**src/sv/m2q_div_cell.sv**
```systemverilog
// ============================================================================
// m2q_div_cell
// One quotient bit of a restoring division for one quaternion lane.
// ============================================================================
module m2q_div_cell #(
  parameter int unsigned NW    = 46,
  parameter int unsigned QW    = 15,
  parameter int unsigned SHIFT = 0
) (
  input  logic          clk_i,
  input  logic          en_i,
  input  logic [NW-1:0] n_i,
  input  logic [31:0]   d_i,
  input  logic [QW-1:0] q_i,
  output logic [NW-1:0] n_o,
  output logic [31:0]   d_o,
  output logic [QW-1:0] q_o
);

  logic [NW-1:0] dsh;
  logic [NW-1:0] n_d, n_q;
  logic [QW-1:0] q_d, q_q;
  logic [31:0]   d_q;

  // Compare against the shifted divisor, subtract on success
  always_comb begin
    dsh = NW'(d_i) << SHIFT;
    if (n_i >= dsh) begin
      n_d = n_i - dsh;
      q_d = q_i | (QW'(1) << SHIFT);
    end else begin
      n_d = n_i;
      q_d = q_i;
    end
  end

  always_ff @(posedge clk_i) begin
    if (en_i) begin
      n_q <= n_d;
      q_q <= q_d;
      d_q <= d_i;
    end
  end

  assign n_o = n_q;
  assign q_o = q_q;
  assign d_o = d_q;

endmodule

```
**config.mk**
```make
export PLATFORM = sky130hd
export DESIGN_NAME = m2q_div_cell
export DESIGN_NICKNAME = d
export VERILOG_FILES = /design/src/sv/m2q_div_cell.sv
export SDC_FILE = /design/constraint.sdc
export NUM_CORES = 1
export LEC_CHECK = 0
export BUFFER_PORTS_ARGS = -buffer_cell sky130_fd_sc_hd__buf_2
export CAP_MARGIN = 5
export CORE_ASPECT_RATIO = 0.75
export CORE_MARGIN = 10
export CORE_UTILIZATION = 51
export CTS_CLUSTER_DIAMETER = 200
export CTS_CLUSTER_SIZE = 24
export DETAILED_ROUTE_END_ITERATION = 8
export GPL_TIMING_DRIVEN = 0
export PLACE_DENSITY = 0.81
export SYNTH_ARGS = -nofsm -noshare
export SYNTH_HDL_FRONTEND = slang
export SYNTH_SLANG_ARGS = --single-unit
export TNS_END_PERCENT = 50
```
**constraint.sdc**
```tcl
create_clock -name clk_i -period 4.31 [get_ports clk_i]
set_clock_uncertainty 0.1 [all_clocks]
set_input_delay 0.6465 -clock clk_i [delete_from_list [all_inputs] [get_ports clk_i]]
set_output_delay 0.6465 -clock clk_i [all_outputs]
set_load 0.05 [all_outputs]
```
==> key figures <==
Cells and area
  – Most common cell after layout, fill and taps aside: buf_2
  – # nets final: 841
  – Layout area overhead: 26.6%
  – Most frequent cells in the layout: 189 x buf_2, 93 x edfxtp_1, 60 x nand2_1, 54 x o21ai_0, 43 x inv_1
  – Fraction of layout cells with a size suffix above 1: 0.301
  – Layout fillers: 860
  – Post-Layout Cell Count: 854
  – N_diodes: 0

Placed design
  – Port buffer count: 186
  – Cell total after placement: 838
  – Post-DP HPWL: 13000 um
  – Gpl congestion: 0.898

Run
  – Max-Cap Viols: 0

STA
  – Max Transition Viols Final: 0
  – RSZ-0062 raised after global routing: false
  – Final setup viols: 0
  – Fin. Hold Viols: 0
  – Least-Margin Pin Slew: 0.799 ns
  – FMAX: 263 MHz
  – Final Cycle Share: 0.884
  – Max transition margin: 0.464
  – Fin Hold WS: 0.370 ns
  – Fin Setup TNS: 0 ns
  – Final critical path time including I/O delays and setup: 3.81 ns

Synthesis
  – Post-Synthesis Cells: 515
  – Post-synth EDFFs: 93
  – Synthesized flop and latch total: 93
  – Mean post-synth cell area: 10.4 sq um
  – Post-synthesis sequential area ratio: 0.522
  – Unique masters post-synth: 47
  – Ys flop type: edfxtp_1
  – Post-synth ARST share: 0
  – Synth Net Count: 643
  – Synth Warn #: 0
  – Synthesized area: 0.00535 sq mm

Floorplanning
  – I/O Pins: 188
  – DIE AREA: 0.0150 sq mm
  – Initial Utilization: 0.522
  – Die height: 109 um
  – Area of the core: 0.0102 sq mm
  – Row count: 32
  – Die W: 138 um

CTS
  – Worst-path clk slew: 0.07 ns
  – Hold buffer count at CTS: 0
  – CTS Buffer Depth: 2
  – H-Tree Depth: 3
  – CTS Buf Count: 9
  – Root buf cell: clkbuf_16
  – CTS tree: yes
  – Setup bufs post-CTS: 0
  – Clock sinks: 93
  – Post_cts resized: 0

Critical path
  – Critical path data arrival time: 3.81 ns
  – CP Capture Type: flop
  – Critical path class: input pin to flop
  – Critical path peak fanout: 10
  – Critical Path RT: 4.31 ns
  – Crit path launch type: input pin

Status
  – Status: completed

Power
  – Power Density: 414 mW/mm^2
  – Lkg Pwr: 2.92 nW
  – Max rail drop VDD: 0.265 mV

GRT
  – GRT overflow: 0
  – GRT Resource Usage Total: 0.212
  – First-pass GRT wire length: 25900 um
  – Pin count of the biggest net entering global routing: 62
  – Initial antenna violation count: 1
  – Vias in the first global route: 4789

Min path
  – Hold Crit Class: input pin to flop
  – HP Start: q_i[10]
  – Worst hold stages: 1
  – Hold EP: q_o[10]

Detailed routing
  – DRC Markers: 0
  – DR iter-0 viols: 384
  – Antenna Violating Nets Remaining: 0
  – Vias per Instance: 5.48
  – Avg WL per Cell: 19.0 um
  – Routed wire length: 16200 um
  – First-pass detailed-route iteration total: 6
  – Via count: 4677
[per-stage QoR]
stage          cell area, sq um  setup WS, ns  total power [mW]  utilization
6_report                   6770         0.501              2.81        0.661
3_5_place_dp               6480         0.179              2.05        0.632
5_1_grt                    6770         0.255              2.93        0.661
4_1_cts                    6770         0.529              2.82        0.661
3_3_place_gp               6450         0.243              2.03        0.629
2_1_floorplan              5350         0.922              1.79            -
[kinds of logic after synthesis]
| kind of cell | count (synthesis) | share of synthesized area |
|---|---|---|
| mux | 3 | 0.00608 |
| flops | 93 | 0.522 |
| fa+ha+maj | 33 | 0.0786 |
| xor+xnor | 42 | 0.0688 |
| buf+inv | 61 | 0.0452 |
| simple gates | 149 | 0.134 |
| compound gates | 134 | 0.145 |
[how the worst max path moves through the flow]
stage                     depth (start not counted)   start       to
final                                            15  n_i[0]  n_o[40]
after CTS                                        15  n_i[0]  n_o[40]
after floorplan                                  14  n_i[0]  n_o[44]
after detailed placement                         15  n_i[0]  n_o[40]
after global routing                             15  n_i[0]  n_o[40]
after global placement                           15  n_i[0]  n_o[44]
[synthesized netlist by cell type, types with 2 or more instances]
master / number / area share
ha_1: 32 / 0.075
o22ai_1: 2 / 0.0023
nand4_1: 8 / 0.0094
o21ai_0: 54 / 0.051
buf_2: 4 / 0.0037
edfxtp_1: 93 / 0.52
or3_1: 2 / 0.0023
nor4_1: 7 / 0.0082
inv_1: 43 / 0.030
nor3_1: 13 / 0.012
nand3_1: 12 / 0.011
mux2_2: 2 / 0.0042
a21oi_1: 42 / 0.039
and2_1: 3 / 0.0035
o211ai_1: 4 / 0.0056
nor2_1: 25 / 0.018
xor2_1: 19 / 0.031
a21o_1: 4 / 0.0056
o21a_1: 2 / 0.0028
clkbuf_1: 13 / 0.0091
a211o_1: 2 / 0.0033
xnor2_1: 23 / 0.038
a31oi_1: 4 / 0.0047
a211oi_1: 3 / 0.0042
o31ai_1: 4 / 0.0056
nand2b_1: 6 / 0.0070
nor2b_1: 2 / 0.0023
o21bai_1: 5 / 0.0070
nand2_1: 60 / 0.042
and3_1: 3 / 0.0035
nand4b_1: 3 / 0.0049
[worst max-delay path, cell delays in order]
cell     delay (ns)
buf_2          0.07
inv_1          0.04
ha_1           0.20
inv_1          0.09
fa_1           0.22
a21oi_1        0.09
o22ai_1        0.31
o21ai_0        0.28
o31ai_1        0.52
a41oi_2        0.24
buf_6          0.20
or2_4          0.26
nor3_4         0.32
nand3_1        0.16
xnor2_1        0.15
[report_power, final]
part | internal (mW) | total, mW | switching, mW
clock | 0.405 | 0.777 | 0.371
sequential | 1.12 | 1.14 | 0.0242
combinational | 0.234 | 0.886 | 0.651
total | 1.76 | 2.81 | 1.05
[cell type report]
type,instances,area (sq um),share of cell area
clock buffers,9,225,0.0333
multi-input cells,361,2310,0.342
inverters,43,161,0.0238
plain buffers,18,80.1,0.0118
flip-flops and latches,93,2790,0.412
clock inverters,7,67.6,0.00998
repair buffers,187,961,0.142
well taps,136,170,0.0251
[state kept, by name (all words and copies together) (netlist names)]
name  cells
d_o      32
n_o      46
q_o      15
[routing by layer]
layer	track usage	routed length [um]
met5	0	13
met4	0.0383	100
met3	0.0717	1520
met2	0.343	7430
met1	0.276	7140
No activity file was read; power rests on OpenSTA's default activity.
