===== config.mk =====
export PLATFORM = sky130hd
export DESIGN_NAME = m2q_sqrt_cell
export DESIGN_NICKNAME = d
export VERILOG_FILES = /design/src/sv/m2q_pkg.sv /design/src/sv/m2q_sqrt_cell.sv
export SDC_FILE = /design/constraint.sdc
export NUM_CORES = 1
export LEC_CHECK = 0
export BUFFER_PORTS_ARGS = -buffer_cell sky130_fd_sc_hd__buf_2
export CAP_MARGIN = 15
export CORE_AREA = 2 2 198 200
export CTS_BUF_LIST = sky130_fd_sc_hd__clkbuf_8
export CTS_CLUSTER_DIAMETER = 60
export DETAILED_ROUTE_END_ITERATION = 16
export DIE_AREA = 0 0 200 202
export SLEW_MARGIN = 20
export SYNTH_ARGS = -nofsm -noshare
export SYNTH_HDL_FRONTEND = slang
export SYNTH_SLANG_ARGS = --single-unit

===== constraint.sdc =====
create_clock -name clk_i -period 3.9 [get_ports clk_i]
set_clock_uncertainty 0.05 [all_clocks]
set_input_delay 0.195 -clock clk_i [delete_from_list [all_inputs] [get_ports clk_i]]
set_output_delay 0.195 -clock clk_i [all_outputs]
set_load 0.01 [all_outputs]

===== src/sv/m2q_pkg.sv =====
// ============================================================================
// m2q_pkg
// Shared types and constants for the matrix-to-quaternion pipeline.
// ============================================================================
package m2q_pkg;

  // Width of one scaled magnitude, and of the squared-sum accumulator
  localparam int unsigned MG_W       = 31;
  localparam int unsigned ACC_W      = 64;
  // One root bit per cell over the 64-bit sum
  localparam int unsigned ROOT_STEPS = 32;

  // Per-item flags carried down the chain
  typedef struct packed {
    logic       degen;
    logic [3:0] neg;
  } flags_t;

  // Side data riding along the square-root cells
  typedef struct packed {
    flags_t                     flags;
    logic [3:0][MG_W-1:0]       mg;
  } side_t;

endpackage


===== src/sv/m2q_sqrt_cell.sv =====
// ============================================================================
// m2q_sqrt_cell
// One digit step of the integer square root; holds remainder, partial root
// and side data for one item and hands them to the next cell.
// ============================================================================
module m2q_sqrt_cell #(
  parameter int unsigned STEP = 0
) (
  input  logic                       clk_i,
  input  logic                       en_i,
  input  logic [m2q_pkg::ACC_W-1:0]  n_i,
  input  logic [m2q_pkg::ACC_W-1:0]  res_i,
  input  m2q_pkg::side_t             side_i,
  output logic [m2q_pkg::ACC_W-1:0]  n_o,
  output logic [m2q_pkg::ACC_W-1:0]  res_o,
  output m2q_pkg::side_t             side_o
);

  localparam logic [m2q_pkg::ACC_W-1:0] BIT = m2q_pkg::ACC_W'(1) << (62 - 2 * STEP);

  logic [m2q_pkg::ACC_W-1:0] trial;
  logic [m2q_pkg::ACC_W-1:0] n_d, res_d;
  logic [m2q_pkg::ACC_W-1:0] n_q, res_q;
  m2q_pkg::side_t            side_q;

  // Trial subtract for this root bit
  always_comb begin
    trial = res_i + BIT;
    if (n_i >= trial) begin
      n_d   = n_i - trial;
      res_d = (res_i >> 1) + BIT;
    end else begin
      n_d   = n_i;
      res_d = res_i >> 1;
    end
  end

  always_ff @(posedge clk_i) begin
    if (en_i) begin
      n_q    <= n_d;
      res_q  <= res_d;
      side_q <= side_i;
    end
  end

  assign n_o    = n_q;
  assign res_o  = res_q;
  assign side_o = side_q;

endmodule


==> results.json, run 1 <==
{
  "n_fill_cell": 3428,
  "seq_area_mm2": 0.00772,
  "synth_top_family_by_area": "compound AO/OA/AOI/OAI gates",
  "gp_congestion": 0.854,
  "synth.top_cell.area_share": 0.618,
  "die_width_um": 200,
  "power.leakage_nw": 8.71,
  "viasPerCell": 4.76,
  "path_cells": "dlygate4sd3_1 > buf_2 > inv_1 > ha_1 > fa_1 > nand2b_1 > a21oi_1 > o41ai_2 > buf_4 > nor4bb_2 > nor3_2 > o21ai_2 > o41ai_4 > buf_4 > buf_12 > a21oi_1 > dlygate4sd3_1",
  "io_buffers": 515,
  "cp.arrival_ps": 3980,
  "synth_area_mm2": 0.0125,
  "whs_path_depth": 4,
  "finalSetupViolCount": 0,
  "cts_made_buffers": 49,
  "drive_gt1_frac": 0.337,
  "initial_utilization": 0.326,
  "ys.flop_type": "edfxtp_1",
  "worst_path_max_delay_cell": "dlygate4sd3_1",
  "synthXorXnorAreaFrac": 0.0393,
  "grt_overflow": 0,
  "core-area_mm2": 0.0383,
  "max_freq_mhz": 273,
  "via_count": 11400,
  "yosys.cell_types.count": 58,
  "io_pins": 516,
  "maxSlewHeadroom": 0.583,
  "crit_type": "input pin to flip-flop",
  "timing.max_cap.violations": 0,
  "synth.area.top_cells": "edfxtp_1, ha_1, a21oi_1",
  "ys_seq_area_frac": 0.618,
  "die-area_mm2": 0.0404,
  "grt_pass1_vias": 11800,
  "first_pass_iters": 5,
  "cp-end-kind": "flip-flop",
  "fin_crit_ps": 3660,
  "layout_commonest_cell": "buf_2",
  "synth_fa_ha_area_frac": 0.0658,
  "holdCritPathClass": "input pin to flip-flop",
  "wl_mm": 48.5,
  "synth-edff-count": 257,
  "tns_ps": 0,
  "rsz0062_at_grt": "no",
  "grt_use_total": 0.233,
  "grt_max_degree": 91,
  "synth_compound_area_frac": 0.137,
  "nets": 2153,
  "min_from": "res_i[0]",
  "multi_input_area_mm2": 0.00434,
  "dpl.hpwl_mm": 36.4,
  "die_h_um": 202,
  "final_cell_mix": "buf_2, dlygate4sd3_1, edfxtp_1",
  "drc": 0,
  "synth-simple-area-share": 0.0909,
  "setup_slack_ps": 240,
  "yosys_warnings": 0,
  "min_period_over_period": 0.939,
  "setup.worst_path.start": "n_i[0]",
  "max_slew.worst_pin.slew_ps": 618,
  "root_buffer": "clkbuf_8",
  "grt_pass1_wl_mm": 69.8,
  "finalInstanceArea_mm2": 0.0194,
  "antenna_left": 0,
  "synth.avg_cell_area_um2": 12.3,
  "antenna_found_initial": 10,
  "htreeDepth": 2,
  "yosys-mux-area-fraction": 0.0134,
  "synth_seq_cells": 257,
  "hold_violations": 0,
  "worst_path_largest_cell_delay_ps": 550,
  "cp.required_ps": 4220,
  "worst-path-max-fanout": 28,
  "wire_per_inst_um": 20.3,
  "drt-initial-drc-count": 529,
  "num_rows": 72,
  "place_ws_ps": 149,
  "clk_pin_slew_worst_paths_ps": 50,
  "place_area_mm2": 0.0158,
  "cp-start-kind": "input pin",
  "power_density_mw_per_mm2": 418,
  "synth_cells": 1014,
  "status": "finished clean",
  "cts_buffer_depth": 3,
  "clock_sinks": 257,
  "async_flop_share": 0,
  "synth_largest_area_cell": "edfxtp_1",
  "tritoncts": "built",
  "area_growth_pct": 55.8,
  "drv_slew": 0,
  "ir_worst_vdd_uv": 270,
  "hold_slack_ps": 237,
  "syn-num-nets": 1338
}
synth_stat cells (4+ instances only):
| library cell | number |
|---|---|
| edfxtp_1 | 257 |
| a21oi_1 | 111 |
| nor2_1 | 82 |
| inv_1 | 78 |
| ha_1 | 64 |
| nand2_1 | 52 |
| a21o_1 | 49 |
| o21ai_0 | 40 |
| xnor2_1 | 36 |
| clkbuf_1 | 25 |
| xor2_1 | 20 |
| nand4_1 | 18 |
| nand3_1 | 14 |
| and3_1 | 13 |
| buf_2 | 11 |
| nor3_1 | 11 |
| o21bai_1 | 11 |
| and2_1 | 10 |
| mux2_2 | 10 |
| nor2b_1 | 10 |
| a31oi_1 | 7 |
| o211ai_1 | 7 |
| o21a_1 | 7 |
| a21boi_0 | 5 |
| a41oi_1 | 5 |
| o31a_1 | 5 |
| a211oi_1 | 4 |
| mux2_1 | 4 |
| or2_2 | 4 |
| or3_1 | 4 |
cell families (layout without fill, tap and decap cells):
logic type / Yosys count / count (layout)
and+or+nand+nor: 234 / 234
DFF: 257 / 257
other: 0 / 7
adders and majority gates: 65 / 65
AOI/OAI and AO/OA: 272 / 272
muxes: 15 / 15
xor gates and xnor gates: 56 / 56
buffers and inverters: 115 / 967
metrics by stage:
| stage | std cells | power, mW | utilization |
|---|---|---|---|
| after floorplan | 1014 | 4.35 | - |
| after global placement | 2036 | 5.11 | 0.413 |
| after detailed placement | 2036 | 5.13 | 0.413 |
| after CTS | 2382 | 8.19 | 0.507 |
| after global routing | 2387 | 8.50 | 0.508 |
| final | 2391 | 8.12 | 0.508 |
metal layers:
metal	vias to the layer above	part of all wire	wire [um]	GRT usage
li1	5410	-	-	-
met1	5416	0.41	19700	0.285
met2	453	0.47	22600	0.381
met3	104	0.085	4100	0.0631
met4	8	0.043	2070	0.106
met5	-	0.0012	57	0
layout make-up:
type                       instances  area share
clock inverter                    38      0.0169
clock buffer                      50      0.0354
timing repair buffer             801       0.279
multi-input combinational        642       0.223
tap                              518      0.0333
inverter                          78      0.0151
sequential                       257       0.397
antenna                            7    0.000901
critical path: cells and delay by family:
| family | cells | cell delay [ps] |
|---|---|---|
| simple gates | 3 | 600 |
| buf+inv | 7 | 1750 |
| fa+ha+maj | 2 | 620 |
| compound gates | 5 | 780 |
worst paths after layout:
kind                     end  slack (ps)
worst max-delay path  n_o[0]         240
worst min-delay path  n_o[1]         240
registers in the layout, summed over array words and instances, names as in the netlist:
name and count:
n_o 64, res_o 64, side_o 129
power breakdown:
| group | switching, mW | internal (mW) |
|---|---|---|
| combinational | 1.03 | 0.838 |
| sequential | 0.0740 | 3.37 |
| clock | 1.22 | 1.59 |
| total | 2.32 | 5.80 |
timing repair:
action,4_1_cts,5_1_grt
gates resized for setup,0,3
hold buffers,258,0
endpoints found under the setup margin,0,9
buffers inserted,0,2
endpoints found under the hold margin,303,0
Note: power is estimated with default switching activity, not from simulation.
==> run 2: changes to the inputs <==
--- a/config.mk
+++ b/config.mk
@@ -7,11 +7,10 @@
 export LEC_CHECK = 0
 export BUFFER_PORTS_ARGS = -buffer_cell sky130_fd_sc_hd__buf_2
 export CAP_MARGIN = 15
-export CORE_AREA = 2 2 198 200
-export CTS_BUF_LIST = sky130_fd_sc_hd__clkbuf_8
+export CORE_AREA = 2 2 200 202
 export CTS_CLUSTER_DIAMETER = 60
 export DETAILED_ROUTE_END_ITERATION = 16
-export DIE_AREA = 0 0 200 202
+export DIE_AREA = 0 0 202 204
 export SLEW_MARGIN = 20
 export SYNTH_ARGS = -nofsm -noshare
 export SYNTH_HDL_FRONTEND = slang
==> results.json, run 2 (same netlist as run 1, synthesis figures left out) <==
{
  "cts_made_buffers": 38,
  "grt_use_total": 0.223,
  "grt_pass1_vias": 11600,
  "cp.arrival_ps": 4030,
  "final_cell_count_no_fill": 2366,
  "cpLargestDelayFamily": "compound AO/OA/AOI/OAI gates",
  "root_buffer": "clkbuf_16",
  "dp_cells": 2040,
  "worst-path-max-fanout": 7,
  "layout_commonest_cell": "buf_2",
  "io_pins": 516,
  "status": "finished clean",
  "timing.max_cap.violations": 0,
  "antenna_found_initial": 6,
  "drv_slew": 0,
  "drive_gt1_frac": 0.335,
  "maxSlewHeadroom": 0.411,
  "fin_util": 0.499,
  "crit_buf_inv": 3,
  "grt_pass1_wl_mm": 69.3,
  "final_cell_mix": "buf_2, edfxtp_1, dlygate4sd3_1",
  "holdCritPathClass": "input pin to flip-flop",
  "cts_buffer_depth": 3,
  "io_buffers": 515,
  "die_h_um": 204,
  "ir_worst_vdd_uv": 368,
  "setup_slack_ps": 207,
  "num_rows": 73,
  "die-area_mm2": 0.0412,
  "grt_max_degree": 108,
  "die_width_um": 202,
  "max_slew.worst_pin.slew_ps": 884,
  "place_ws_ps": 75.2,
  "rsz0062_at_grt": "yes",
  "area_growth_pct": 56.5,
  "wl_mm": 47.7,
  "cts_post_setup_buffers_inserted": 0,
  "viasPerCell": 4.82,
  "nets": 2131,
  "via_count": 11400,
  "initial_utilization": 0.319,
  "worst_path_max_delay_cell": "dlygate4sd3_1",
  "n_fill_cell": 3467,
  "core-area_mm2": 0.0392,
  "gp_congestion": 0.899,
  "finalInstanceArea_mm2": 0.0195,
  "htreeDepth": 2,
  "worst-path-stages": 14,
  "dpl.hpwl_mm": 35.8,
  "max_freq_mhz": 271,
  "clk_pin_slew_worst_paths_ps": 50,
  "first_pass_iters": 5,
  "power_density_mw_per_mm2": 439,
  "min_period_over_period": 0.947,
  "drt-initial-drc-count": 584,
  "antenna_left": 0,
  "power.leakage_nw": 8.68,
  "critPathCapture": "n_o[59]",
  "cp.required_ps": 4230,
  "clock_sinks": 257,
  "cp-start-kind": "input pin",
  "hold_slack_ps": 37.3,
  "tritoncts": "built",
  "drc": 0,
  "setup.worst_path.start": "res_i[33]",
  "worst_path_largest_cell_delay_ps": 570,
  "hold_violations": 0,
  "grt_overflow": 0,
  "crit_type": "input pin to flip-flop",
  "place_area_mm2": 0.0158,
  "cp-end-kind": "flip-flop",
  "finalSetupViolCount": 0,
  "path_cells": "dlygate4sd3_1 > buf_2 > inv_1 > ha_1 > and2_1 > and3_1 > nand2_1 > nor3_1 > o21ai_0 > a211o_1 > a21oi_1 > o21ai_0 > and4b_1 > nor3_1",
  "fin_crit_ps": 3690,
  "wire_per_inst_um": 20.2,
  "largest_register_ffs": 129
}
## run 2: changes by cell type in the layout (fill, tap and decap cells not counted), moves of 2 or more
cell,delta
dlygate4sd3_1,-6
clkbuf_1,+7
clkinv_1,-3
clkinv_4,+2
inv_1,-17
clkbuf_16,+39
clkinvlp_4,-2
clkbuf_8,-50
inv_6,+7
inv_8,+2
o21ai_1,+2
bufinv_16,-5
buf_4,-6
## run 2: final cells by class
class	instances	area [um^2]	share of cell area
repair buffers	790	5320	0.273
diodes	6	15.0	0.000769
multi-input cells	642	4330	0.221
clock inverters	22	200	0.0102
inverters	78	293	0.0150
clock buffers	46	1000	0.0513
flip-flops and latches	257	7720	0.395
well taps	525	657	0.0336
## run 2: per-layer routing
layer / wire length, um / track usage / share of wire / vias to the layer above
li1: - / - / - / 5372
met2: 21900 / 0.361 / 0.46 / 466
met1: 19800 / 0.275 / 0.42 / 5459
met5: 35 / 0 / 0.00073 / -
met4: 2040 / 0.0948 / 0.043 / 6
met3: 3890 / 0.0695 / 0.082 / 91
## run 2: timing repair
action	4_1_cts	5_1_grt
hold endpoints to repair	253	0
hold buffers	252	0
gates resized for setup	0	3
setup endpoints to repair	0	36
## run 2: how the worst min path moves through the flow
stage | cells after the start | end | slack, ps | from
floorplan | 0 | res_o[0] | 240 | res_i[1]
global placement | 1 | side_o[31] | 320 | side_i[31]
detailed placement | 1 | side_o[57] | 320 | side_i[57]
CTS | 3 | n_o[27] | 1 | n_i[27]
global route | 3 | n_o[27] | 5 | n_i[27]
finish | 3 | n_o[27] | 40 | n_i[27]
## run 2: power breakdown
part	internal [mW]	switching, mW	leakage (nW)
Combinational	0.824	1.02	5.58
Sequential	3.37	0.0719	2.52
Clock	1.94	1.34	0.585
Total	6.13	2.44	8.68
## run 2: stage by stage
stage | setup TNS, ps | power [mW]
2_1_floorplan | 0 | 4.35
3_3_place_gp | 0 | 5.11
3_5_place_dp | 0 | 5.12
4_1_cts | 0 | 8.66
5_1_grt | -0.704 | 8.93
6_report | 0 | 8.57
==> run 3: changes to the inputs <==
==> constraint.sdc (replaced) <==
create_clock -name clk_i -period 4 [get_ports clk_i]
set_clock_uncertainty 0.05 [all_clocks]
set_input_delay 0.2 -clock clk_i [delete_from_list [all_inputs] [get_ports clk_i]]
set_output_delay 0.2 -clock clk_i [all_outputs]
set_load 0.01 [all_outputs]
==> results.json, run 3 (same netlist as run 1, synthesis figures left out) <==
{
  "grt_overflow": 0,
  "max_freq_mhz": 262,
  "grt_max_degree": 133,
  "gp_congestion": 0.867,
  "grt_pass1_wl_mm": 69.4,
  "cp.arrival_ps": 4030,
  "final_cell_mix": "buf_2, edfxtp_1, dlygate4sd3_1",
  "root_buffer": "clkbuf_16",
  "viasPerCell": 4.80,
  "maxSlewHeadroom": 0.465,
  "hold_violations": 0,
  "n_fill_cell": 3471,
  "cts_made_buffers": 37,
  "grt_pass1_vias": 11600,
  "tns_ps": 0,
  "grtUsageMet3": 0.0689,
  "top_usage_layer": "met2",
  "nets": 2123,
  "antenna_left": 0,
  "use_met2": 0.365,
  "die_h_um": 204,
  "max_slew.worst_pin.slew_ps": 803,
  "io_buffers": 515,
  "initial_utilization": 0.319,
  "wire_per_inst_um": 20.2,
  "core-area_mm2": 0.0392,
  "power_density_mw_per_mm2": 432,
  "drv_slew": 0,
  "cts_buffer_depth": 3,
  "layout_commonest_cell": "buf_2",
  "io_pins": 516,
  "timing.max_cap.violations": 0,
  "grt_use_met1": 0.279,
  "via_count": 11300,
  "fin_crit_ps": 3810,
  "min_period_over_period": 0.953,
  "cp-end-kind": "flip-flop",
  "rsz0062_at_grt": "no",
  "first_pass_iters": 4,
  "crit_type": "input pin to flip-flop",
  "cp.required_ps": 4220,
  "cts_post_setup_buffers_inserted": 0,
  "drt-initial-drc-count": 567,
  "largest_register_ffs": 129,
  "clk_pin_slew_worst_paths_ps": 50,
  "die_width_um": 202,
  "grt_use_total": 0.224,
  "holdCritPathClass": "input pin to flip-flop",
  "antenna_found_initial": 9,
  "area_growth_pct": 56.0,
  "cp-start-kind": "input pin",
  "ir_worst_vdd_uv": 257,
  "status": "finished clean",
  "finalSetupViolCount": 0,
  "num_rows": 73,
  "drc": 0,
  "worst-path-max-fanout": 24,
  "power.leakage_nw": 8.66,
  "tritoncts": "built",
  "clock_sinks": 257,
  "die-area_mm2": 0.0412,
  "wl_mm": 47.5,
  "dpl.hpwl_mm": 35.7,
  "htreeDepth": 2,
  "hold_slack_ps": 17.9,
  "drive_gt1_frac": 0.333
}
run 3: repair_timing:
item / 4_1_cts / 5_1_grt
endpoints found under the hold margin: 274 / 0
hold buffers: 250 / 0
setup endpoints to repair: 0 / 21
gates resized for setup: 0 / 2
run 3: area by class of cell:
class / count / area [um^2] / share of cell area
antenna: 3 / 7.51 / 0.000385
clock buffer: 42 / 945 / 0.0485
clock inverter: 25 / 264 / 0.0136
inverter: 78 / 293 / 0.0150
multi-input combinational: 642 / 4330 / 0.222
sequential: 257 / 7720 / 0.396
tap: 525 / 657 / 0.0337
timing repair buffer: 783 / 5270 / 0.270
run 3: layer usage:
layer | share of wire | up-vias
li1 | - | 5348
met1 | 0.42 | 5371
met2 | 0.46 | 468
met3 | 0.077 | 101
met4 | 0.037 | 12
met5 | 0.0017 | -
run 3: path summary, 6_finish.rpt:
path | start | endpoint | slack [ps] | cells after the start
hold / removal | n_i[29] | n_o[29] | 20 | 3
setup / recovery | res_i[16] | n_o[36] | 190 | 13
run 3: worst max-delay path, stage by stage:
cell and delay (ps):
dlygate4sd3_1 540, buf_2 120, inv_1 40, ha_1 390, and2_1 190, nand3_1 160, or3_1 410, a41o_1 290
nor3_2 220, o21ai_1 190, o41ai_4 530, buf_4 360, mux2_2 380
run 3: stage by stage:
step / cell area, um^2 / setup WS, ps / total power [mW] / cells / utilization
3_5_place_dp: 15700 / 210 / 4.99 / 2035 / 0.402
6_report: 19500 / 188 / 8.41 / 2355 / 0.497
3_3_place_gp: 15700 / 290 / 4.97 / 2035 / 0.402
4_1_cts: 19500 / 231 / 8.49 / 2352 / 0.497
5_1_grt: 19500 / 11.3 / 8.78 / 2353 / 0.497
2_1_floorplan: 12500 / 890 / 4.24 / 1014 / -
run 3: power breakdown:
| group | total, mW | switching [mW] | internal, mW |
|---|---|---|---|
| Sequential | 3.36 | 0.0751 | 3.29 |
| Combinational | 1.79 | 0.992 | 0.797 |
| Clock | 3.26 | 1.28 | 1.98 |
